**src/design/tcw_pkg.sv**
```systemverilog
// tcw_pkg: shared types and constants for the text console writer
// holds function codes, control characters, cell word layout and memory control
// no dependencies
`timescale 1ns / 1ps

package tcw_pkg;

  localparam int POS_W = 11;

  typedef enum logic [1:0] {
    FN_PUT   = 2'd0,
    FN_SET   = 2'd1,
    FN_CLEAR = 2'd2,
    FN_READ  = 2'd3
  } func_t;

  localparam logic [1:0] DK_NONE  = 2'd0;
  localparam logic [1:0] DK_COLOR = 2'd2;

  localparam logic [7:0] KEY_BS  = 8'd8;
  localparam logic [7:0] KEY_TAB = 8'd9;
  localparam logic [7:0] KEY_NL  = 8'd10;
  localparam logic [7:0] KEY_CR  = 8'd13;

  typedef struct packed {
    logic [7:0] attr;
    logic [7:0] chr;
  } cell_t;

  localparam cell_t CLEAR_CELL  = '{attr: 8'h0F, chr: 8'h00};
  localparam cell_t SCROLL_CELL = '{attr: 8'h07, chr: 8'h00};

  typedef struct packed {
    logic wr_char;
    logic wr_attr;
    logic rd;
  } mem_ctl_t;

endpackage

```
**src/design/tcw_seq.sv**
```systemverilog
// tcw_seq: cursor registers and sequencer for the text console writer
// one address counter drives clear, scroll copy and fill sweeps; uses tcw_pkg
`timescale 1ns / 1ps

module tcw_seq
  import tcw_pkg::*;
#(
  parameter int COLUMNS  = 80,
  parameter int ROWS     = 25,
  parameter int TAB_STOP = 8,
  parameter int CELLS    = COLUMNS * ROWS,
  parameter int AW       = $clog2(CELLS)
) (
  input  logic             clk,
  input  logic             rst,
  input  logic             start,
  input  func_t            func,
  input  logic [7:0]       char_code,
  input  logic [7:0]       color,
  input  logic [6:0]       col,
  input  logic [4:0]       row,
  input  logic [1:0]       display_kind,
  output logic             busy,
  output logic             done,
  output logic [POS_W-1:0] cursor_pos,
  output logic [7:0]       cell_char,
  output logic [7:0]       cell_attr,
  output mem_ctl_t         mem_ctl,
  output logic [AW-1:0]    wr_addr,
  output cell_t            wr_cell,
  output logic [AW-1:0]    rd_addr,
  input  cell_t            rd_cell
);

  localparam int CW     = $clog2(COLUMNS);
  localparam int RW     = $clog2(ROWS);
  localparam int TW     = $clog2(COLUMNS + TAB_STOP);
  localparam int NTAB   = (COLUMNS - 1) / TAB_STOP;
  localparam int MOVE_N = CELLS - COLUMNS;

  localparam logic [CW:0]   COL_END  = (CW + 1)'(COLUMNS);
  localparam logic [CW-1:0] COL_LAST = CW'(COLUMNS - 1);
  localparam logic [RW:0]   ROW_END  = (RW + 1)'(ROWS);
  localparam logic [RW-1:0] ROW_LAST = RW'(ROWS - 1);
  localparam logic [AW-1:0] IDX_LAST = AW'(CELLS - 1);
  localparam logic [AW-1:0] IDX_MOVE = AW'(MOVE_N);

  typedef enum logic [3:0] {
    ST_IDLE   = 4'b0001,
    ST_READ   = 4'b0010,
    ST_SCROLL = 4'b0100,
    ST_FILL   = 4'b1000
  } state_t;

  state_t        state, state_next;
  logic [AW-1:0] cnt, cnt_next;
  logic          fill_scroll, fill_scroll_next;
  logic          report, report_next;
  logic [CW-1:0] cur_col, cur_col_next;
  logic [RW-1:0] cur_line, cur_line_next;
  logic          done_next;
  logic [7:0]    cell_char_next, cell_attr_next;

  logic [AW-1:0] cur_idx;
  logic [CW-1:0] col_c;
  logic [RW-1:0] row_c;
  logic [AW-1:0] rd_idx;

  logic [NTAB:0] tab_ge;
  logic [TW-1:0] tab_next;

  logic [CW:0]   put_col;
  logic [RW:0]   put_line;
  logic          put_wr_char, put_wr_attr;
  logic [AW-1:0] put_addr;
  cell_t         put_cell;
  logic          put_scroll;

  assign cur_idx    = AW'(int'(cur_line) * COLUMNS + int'(cur_col));
  assign cursor_pos = POS_W'(cur_idx);
  assign busy       = (state != ST_IDLE);

  assign col_c  = (col > 7'(COLUMNS - 1)) ? COL_LAST : CW'(col);
  assign row_c  = (row > 5'(ROWS - 1)) ? ROW_LAST : RW'(row);
  assign rd_idx = AW'(int'(row_c) * COLUMNS + int'(col_c));

  // next tab stop: one plus the count of nonzero stops at or left of the cursor, times TAB_STOP
  always_comb begin
    tab_ge[0] = 1'b0;
    for (int k = 1; k <= NTAB; k++) begin
      tab_ge[k] = (TW'(cur_col) >= TW'(k * TAB_STOP));
    end
    tab_next = TW'(($countones(tab_ge) + 1) * TAB_STOP);
  end

  always_comb begin
    put_col     = {1'b0, cur_col};
    put_line    = {1'b0, cur_line};
    put_wr_char = 1'b0;
    put_wr_attr = 1'b0;
    put_addr    = cur_idx;
    put_cell    = '{attr: color, chr: char_code};
    case (char_code)
      KEY_NL: begin
        put_col  = '0;
        put_line = {1'b0, cur_line} + 1'b1;
      end
      KEY_TAB: begin
        if (tab_next > TW'(COLUMNS - 1)) begin
          put_col  = '0;
          put_line = {1'b0, cur_line} + 1'b1;
        end else begin
          put_col = (CW + 1)'(tab_next);
        end
      end
      KEY_CR: begin
        put_col = '0;
      end
      KEY_BS: begin
        if (cur_col != '0) begin
          put_col       = {1'b0, cur_col} - 1'b1;
          put_wr_char   = 1'b1;
          put_addr      = cur_idx - 1'b1;
          put_cell.chr  = 8'h00;
        end else if (cur_line != '0) begin
          put_line = {1'b0, cur_line} - 1'b1;
          put_col  = {1'b0, COL_LAST};
        end
      end
      default: begin
        put_wr_char = 1'b1;
        put_wr_attr = (display_kind == DK_COLOR);
        put_col     = {1'b0, cur_col} + 1'b1;
      end
    endcase
    if (put_col == COL_END) begin
      put_col  = '0;
      put_line = put_line + 1'b1;
    end
    put_scroll = (put_line == ROW_END);
  end

  always_comb begin
    state_next       = state;
    cnt_next         = cnt;
    fill_scroll_next = fill_scroll;
    report_next      = report;
    cur_col_next     = cur_col;
    cur_line_next    = cur_line;
    done_next        = 1'b0;
    cell_char_next   = cell_char;
    cell_attr_next   = cell_attr;
    mem_ctl          = '0;
    wr_addr          = cur_idx;
    wr_cell          = put_cell;
    rd_addr          = rd_idx;
    case (state)
      ST_IDLE: begin
        if (start) begin
          cell_char_next = 8'h00;
          cell_attr_next = 8'h00;
          if (display_kind == DK_NONE) begin
            done_next = 1'b1;
          end else begin
            case (func)
              FN_PUT: begin
                mem_ctl.wr_char = put_wr_char;
                mem_ctl.wr_attr = put_wr_attr;
                wr_addr         = put_addr;
                cur_col_next    = CW'(put_col);
                if (put_scroll) begin
                  cur_line_next = ROW_LAST;
                  cnt_next      = '0;
                  state_next    = ST_SCROLL;
                end else begin
                  cur_line_next = RW'(put_line);
                  done_next     = 1'b1;
                end
              end
              FN_SET: begin
                cur_col_next  = col_c;
                cur_line_next = row_c;
                done_next     = 1'b1;
              end
              FN_CLEAR: begin
                cur_col_next     = '0;
                cur_line_next    = '0;
                cnt_next         = '0;
                fill_scroll_next = 1'b0;
                report_next      = 1'b1;
                state_next       = ST_FILL;
              end
              FN_READ: begin
                mem_ctl.rd = 1'b1;
                state_next = ST_READ;
              end
              default: begin
                done_next = 1'b1;
              end
            endcase
          end
        end
      end
      ST_READ: begin
        cell_char_next = rd_cell.chr;
        cell_attr_next = rd_cell.attr;
        done_next      = 1'b1;
        state_next     = ST_IDLE;
      end
      ST_SCROLL: begin
        // read one line below, write the word read last cycle
        rd_addr    = AW'(int'(cnt) + COLUMNS);
        mem_ctl.rd = (cnt != IDX_MOVE);
        wr_addr    = cnt - 1'b1;
        wr_cell    = rd_cell;
        if (cnt != '0) begin
          mem_ctl.wr_char = 1'b1;
          mem_ctl.wr_attr = 1'b1;
        end
        if (cnt == IDX_MOVE) begin
          fill_scroll_next = 1'b1;
          report_next      = 1'b1;
          state_next       = ST_FILL;
        end else begin
          cnt_next = cnt + 1'b1;
        end
      end
      ST_FILL: begin
        mem_ctl.wr_char = 1'b1;
        mem_ctl.wr_attr = 1'b1;
        wr_addr         = cnt;
        wr_cell         = fill_scroll ? SCROLL_CELL : CLEAR_CELL;
        if (cnt == IDX_LAST) begin
          done_next  = report;
          state_next = ST_IDLE;
        end else begin
          cnt_next = cnt + 1'b1;
        end
      end
      default: begin
        state_next = ST_IDLE;
      end
    endcase
  end

  always_ff @(posedge clk) begin
    if (rst) begin
      state       <= ST_FILL;
      cnt         <= '0;
      fill_scroll <= 1'b0;
      report      <= 1'b0;
      cur_col     <= '0;
      cur_line    <= '0;
      done        <= 1'b0;
    end else begin
      state       <= state_next;
      cnt         <= cnt_next;
      fill_scroll <= fill_scroll_next;
      report      <= report_next;
      cur_col     <= cur_col_next;
      cur_line    <= cur_line_next;
      done        <= done_next;
    end
  end

  always_ff @(posedge clk) begin
    cell_char <= cell_char_next;
    cell_attr <= cell_attr_next;
  end

`ifndef SYNTH
  a_done_idle: assert property (@(posedge clk) disable iff (rst) done |-> !busy)
    else $error("result strobe while sequencer busy");
  a_cursor_range: assert property (@(posedge clk) disable iff (rst)
    (int'(cur_col) < COLUMNS) && (int'(cur_line) < ROWS))
    else $error("cursor outside the screen");
  a_wr_range: assert property (@(posedge clk) disable iff (rst)
    (mem_ctl.wr_char || mem_ctl.wr_attr) |-> (int'(wr_addr) < CELLS))
    else $error("cell write outside the store");
  a_off_done: assert property (@(posedge clk) disable iff (rst)
    (start && !busy && display_kind == DK_NONE) |=> done)
    else $error("item with no display did not finish at once");
  a_set_done: assert property (@(posedge clk) disable iff (rst)
    (start && !busy && display_kind != DK_NONE && func == FN_SET) |=> done)
    else $error("set cursor did not finish at once");
`endif

endmodule

```
**config.mk**
```make
export PLATFORM = sky130hd
export DESIGN_NAME = tcw_seq
export DESIGN_NICKNAME = d
export VERILOG_FILES = /design/src/design/tcw_pkg.sv /design/src/design/tcw_seq.sv
export SDC_FILE = /design/constraint.sdc
export NUM_CORES = 1
export LEC_CHECK = 0
export BUFFER_PORTS_ARGS = -buffer_cell sky130_fd_sc_hd__buf_2
export CORE_MARGIN = 4
export CORE_UTILIZATION = 35
export CTS_CLUSTER_DIAMETER = 100
export DETAILED_ROUTE_END_ITERATION = 12
export PLACE_DENSITY = 0.53
export SETUP_SLACK_MARGIN = 0.1
export SLEW_MARGIN = 20
export SYNTH_ARGS = -nofsm -noshare
export SYNTH_HDL_FRONTEND = slang
export SYNTH_SLANG_ARGS = --single-unit
```
**constraint.sdc**
```tcl
create_clock -name clk -period 8.2 [get_ports clk]
set_input_delay 0.41 -clock clk [delete_from_list [all_inputs] [get_ports clk]]
set_output_delay 0.41 -clock clk [all_outputs]
set_load 0.02 [all_outputs]
```
==> results by stage <==
Status:
- The run finished with clean final reports.

Timing:
- The final worst-path cycle share is 0.898.
- Setup violations remaining at the end of the flow were counted as 0.
- Setup repair after global routing left no endpoint under its margin.
- Static timing analysis puts the maximum clock frequency at 0.136 GHz.
- The normalized max-slew margin is 0.333.
- The number of failing hold endpoints at the final stage was 0.
- The actual transition at the worst max-transition pin is 0.991 ns.
- The max-slew violation total from the final report is 0.
- The final worst clock skew is 0.00327 ns.
- Summed over all failing endpoints, the final setup total negative slack is 0 ns.
- The worst path in the final design needs a cycle of 7.37 ns, including I/O delays and setup.

Synthesis:
- Of the synthesized area, sequential elements account for 0.207.
- The count of warnings emitted by yosys is 0.
- The largest total area in the synthesized netlist belongs to sky130_fd_sc_hd__dfxtp_1.
- Counting flops and latches in the post-synthesis netlist gives 46.
- The netlist uses 81 different library cells.
- In the synthesized netlist the async set-or-reset flop fraction comes to 0.
- After synthesis the cells add up to 5230 um^2.
- Yosys attributes the largest share of cell area to sky130_fd_sc_hd__dfxtp_1 11%, sky130_fd_sc_hd__edfxtp_1 9.2%, sky130_fd_sc_hd__ha_1 9.1%.
- The synthesized area per cell is 7.66 um^2.
- The library cell with the highest instance count after synthesis is sky130_fd_sc_hd__nor2_1.
- The number of nets in the synthesized netlist is 781.
- Ranked by instance count, the synthesized netlist is headed by 69 x sky130_fd_sc_hd__nor2_1, 61 x sky130_fd_sc_hd__nand2_1, 56 x sky130_fd_sc_hd__a21oi_1.
- The area fraction of the dominant cell type after synthesis is 0.115.
- The gate count of the mapped netlist is 683.
- The number of synthesized flops with an enable pin is 16.
- The most used flip-flop cell after synthesis is sky130_fd_sc_hd__dfxtp_1.

Route:
- Summing over every cut layer, the via total after detailed routing is 5598.
- The DRC violation total after the first TritonRoute iteration is 543.
- The detail route stage leaves a number of antenna-violating nets equal to 0.
- The length of the first detailed-routing pass in iterations is 5.
- Using the TritonRoute via totals, the vias-per-cell ratio works out to 5.87.
- After detailed routing, the number of remaining DRC violations is 0.
- Wires add up to 18.4 mm.
- The routed wirelength normalized by instance count is 19.3 um.

Placed design:
- Detailed placement finished with a half-perimeter wire length of 14.5 mm.
- At the end of routability-driven placement, the weighted congestion stood at 0.919.
- The number of buffers added on ports is 120.
- Counting tap cells, the placed design contains a total of 946 instances.

Setup path:
- STA classifies the critical path startpoint as a flop.
- The setup path with the least slack is of type flop to flop.
- The master of the slowest instance on the critical path is sky130_fd_sc_hd__nor4_1.
- The largest single stage delay on the critical path is 0.82 ns.
- In this design, the critical path's most frequently occurring cell is sky130_fd_sc_hd__fa_1.
- Walking the worst path, the cells encountered are or2_2 > a21o_1 > fa_1 > inv_1 > fa_1 > inv_1 > fa_1 > ha_1 > fa_1 > nor2b_1 > nor4_1 > o31ai_1 > xnor2_1 > ha_1 > inv_1 > a2111o_1 > a211oi_1 > mux2_4 > nor2_8 > o31ai_4 > mux2_1.
- Data on the critical path arrives at its endpoint at 7.55 ns.
- At the worst endpoint, the required time is 8.39 ns.
- The worst setup path is captured at a flop.
- Along the worst path, the maximum fanout reaches 13.
- The launch point of the worst reg-to-reg path is cur_col[5].
- The start point of the critical path is cur_col[5].

Floorplanning:
- After floorplanning, the core was sized to cover 14600 um^2.
- The initial cell density of the core is 0.359.
- In this run the count of I/O pins placed on the die edge is 121.
- The die span in x is 130 um.
- The die covers 17000 um^2.
- The initialized floorplan defines 44 standard-cell rows.
- From bottom edge to top edge, the die measures 130 um.

Clock network:
- In this run, CTS created clock tree buffers numbering 5.
- The worst-skew pair later-pin latency is 0.30 ns.
- The number of instances resized during post-cts repair is 0.
- The CTS clock-pin slew for the worst setup and hold paths is 0.07 ns.
- The clock tree synthesis step divided the H-tree into 2 levels.
- In this run the deepest clock path goes through 2 buffers.
- In this run, post-CTS hold repair placed 0 buffers.
- TritonCTS built the clock tree.
- The post-CTS setup buffer count is 0.
- The root buffer cell chosen for the clock tree is sky130_fd_sc_hd__clkbuf_16.
- The clock net in this run drives a total of 46 sinks.

Power and ir drop:
- Of the total power, combinational logic draws 0.427.
- Of the total power, the share spent switching nets is 0.417.
- The design internal power is 0.472 mW.
- In this run the power spent charging and discharging nets is 0.337 mW.
- The maximum resistive drop on vdd is 0.0000788 V.
- The share of total power dissipated in sequential elements is 0.314.
- The analysis attributes to cell leakage a power of 2.73 nW.
- The relative contribution of the clock network to total power is 0.259.
- Power spread over the standard cell area amounts to 134 nW/um^2.

Global route:
- Summed over all layers, the global routing overflow is 0.
- The number of global-route vias before repair is 5278.
- The initial antenna violation count is 0.
- Entering global routing, the biggest net connects 34 pins.
- The global routing usage summed across all routing layers is 0.213.
- The first global-routing pass estimated 28.7 mm of wire.

Hold path:
- The worst hold path belongs to the class input port to flop.
- The startpoint of the lowest-slack hold path is rd_cell[7].

Final layout:
- The number of fill cells in the layout is 1490.
- The final standard cell count with taps included and fillers excluded is 954.
- Summing all flip-flop and latch instances after layout gives 1080 um^2.
- The layout overhead on the synthesized area is 15.7%.
- The area of combinational cells with multiple inputs is 3840 um^2.
- The final net count is 867.
- Of the cells placed in the final design, the portion with a size suffix greater than 1 is 0.212.
- The number of antenna diodes in the final layout is 0.

Flow run:
- The total of max-cap violations is 0.
-- state kept, by name, indices dropped and copies added (netlist names) --
signal and flops:
fill_scroll 1, cnt 11, done 1, cur_line 5
cell_char 8, state 4, report 1, cur_col 7
cell_attr 8
-- critical path, delay by kind of cell, from the launching register on --
kind	cells	cell delay, ns
XOR/XNOR	1	0.36
adder cells (fa/ha/maj)	6	2.39
buffers and inverters	3	0.19
multiplexers	2	0.63
AO/OA/AOI/OAI	5	1.70
flip-flops	1	0.47
AND/OR/NAND/NOR	4	1.51
-- per-layer routing --
metal	wire length (um)	global-route usage
met5	0	0
met2	8350	0.346
met1	8340	0.295
met3	1350	0.0332
met4	339	0.0581
-- cells by family (layout without fill, tap and decap cells) --
| logic type | count (synthesis) | count (layout) | synth area share |
|---|---|---|---|
| compound gates | 196 | 196 | 0.264 |
| mux | 4 | 4 | 0.00885 |
| xor+xnor | 36 | 36 | 0.0603 |
| flops | 46 | 46 | 0.207 |
| fa+ha+maj | 47 | 47 | 0.125 |
| buf+inv | 77 | 164 | 0.0627 |
| simple gates | 277 | 277 | 0.272 |
-- power groups by stage --
stage / clock (mW) / sequential, mW / combinational [mW]
after floorplan: 0 / 0.252 / 0.235
after global placement: 0 / 0.258 / 0.340
after detailed placement: 0 / 0.258 / 0.343
after CTS: 0.211 / 0.253 / 0.345
after global routing: 0.219 / 0.255 / 0.376
final: 0.209 / 0.254 / 0.346
-- stage by stage --
stage | worst slack [ns] | cell area, um^2 | util | hold WS [ns] | total power, mW
CTS | 0.895 | 6050 | 0.415 | 0.394 | 0.809
detailed placement | 0.931 | 5910 | 0.405 | 0.465 | 0.602
floorplan | 1.89 | 5230 | - | 0.437 | 0.487
global route | 0.363 | 6050 | 0.415 | 0.405 | 0.850
finish | 0.832 | 6050 | 0.415 | 0.396 | 0.809
global placement | 1.07 | 5910 | 0.405 | 0.451 | 0.598
-- final timing paths --
kind,endpoint,slack (ns),cells past startpoint
max,cnt[1],0.83,21
min,cell_char[7],0.40,2
max reg2reg,cnt[1],0.83,21
min reg2reg,fill_scroll,0.47,2
-- cell usage in the layout (no fill, tap or decap), drive strengths merged, types with 12 or more instances in the layout --
master / n
a21oi: 56
a22o: 12
and2: 23
buf: 127
dfxtp: 30
edfxtp: 16
ha: 38
inv: 28
nand2: 61
nand3: 28
nor2: 72
nor3: 22
nor4: 13
o21ai: 41
xnor2: 22
xor2: 14
-- cell type report --
cell class,count,area share
multi-input cells,560,0.634
inverters,29,0.0180
clock inverters,3,0.00269
flip-flops and latches,46,0.179
repair buffers,127,0.108
clock buffers,5,0.0207
well taps,184,0.0380
No activity file was read; power rests on OpenSTA's default activity.
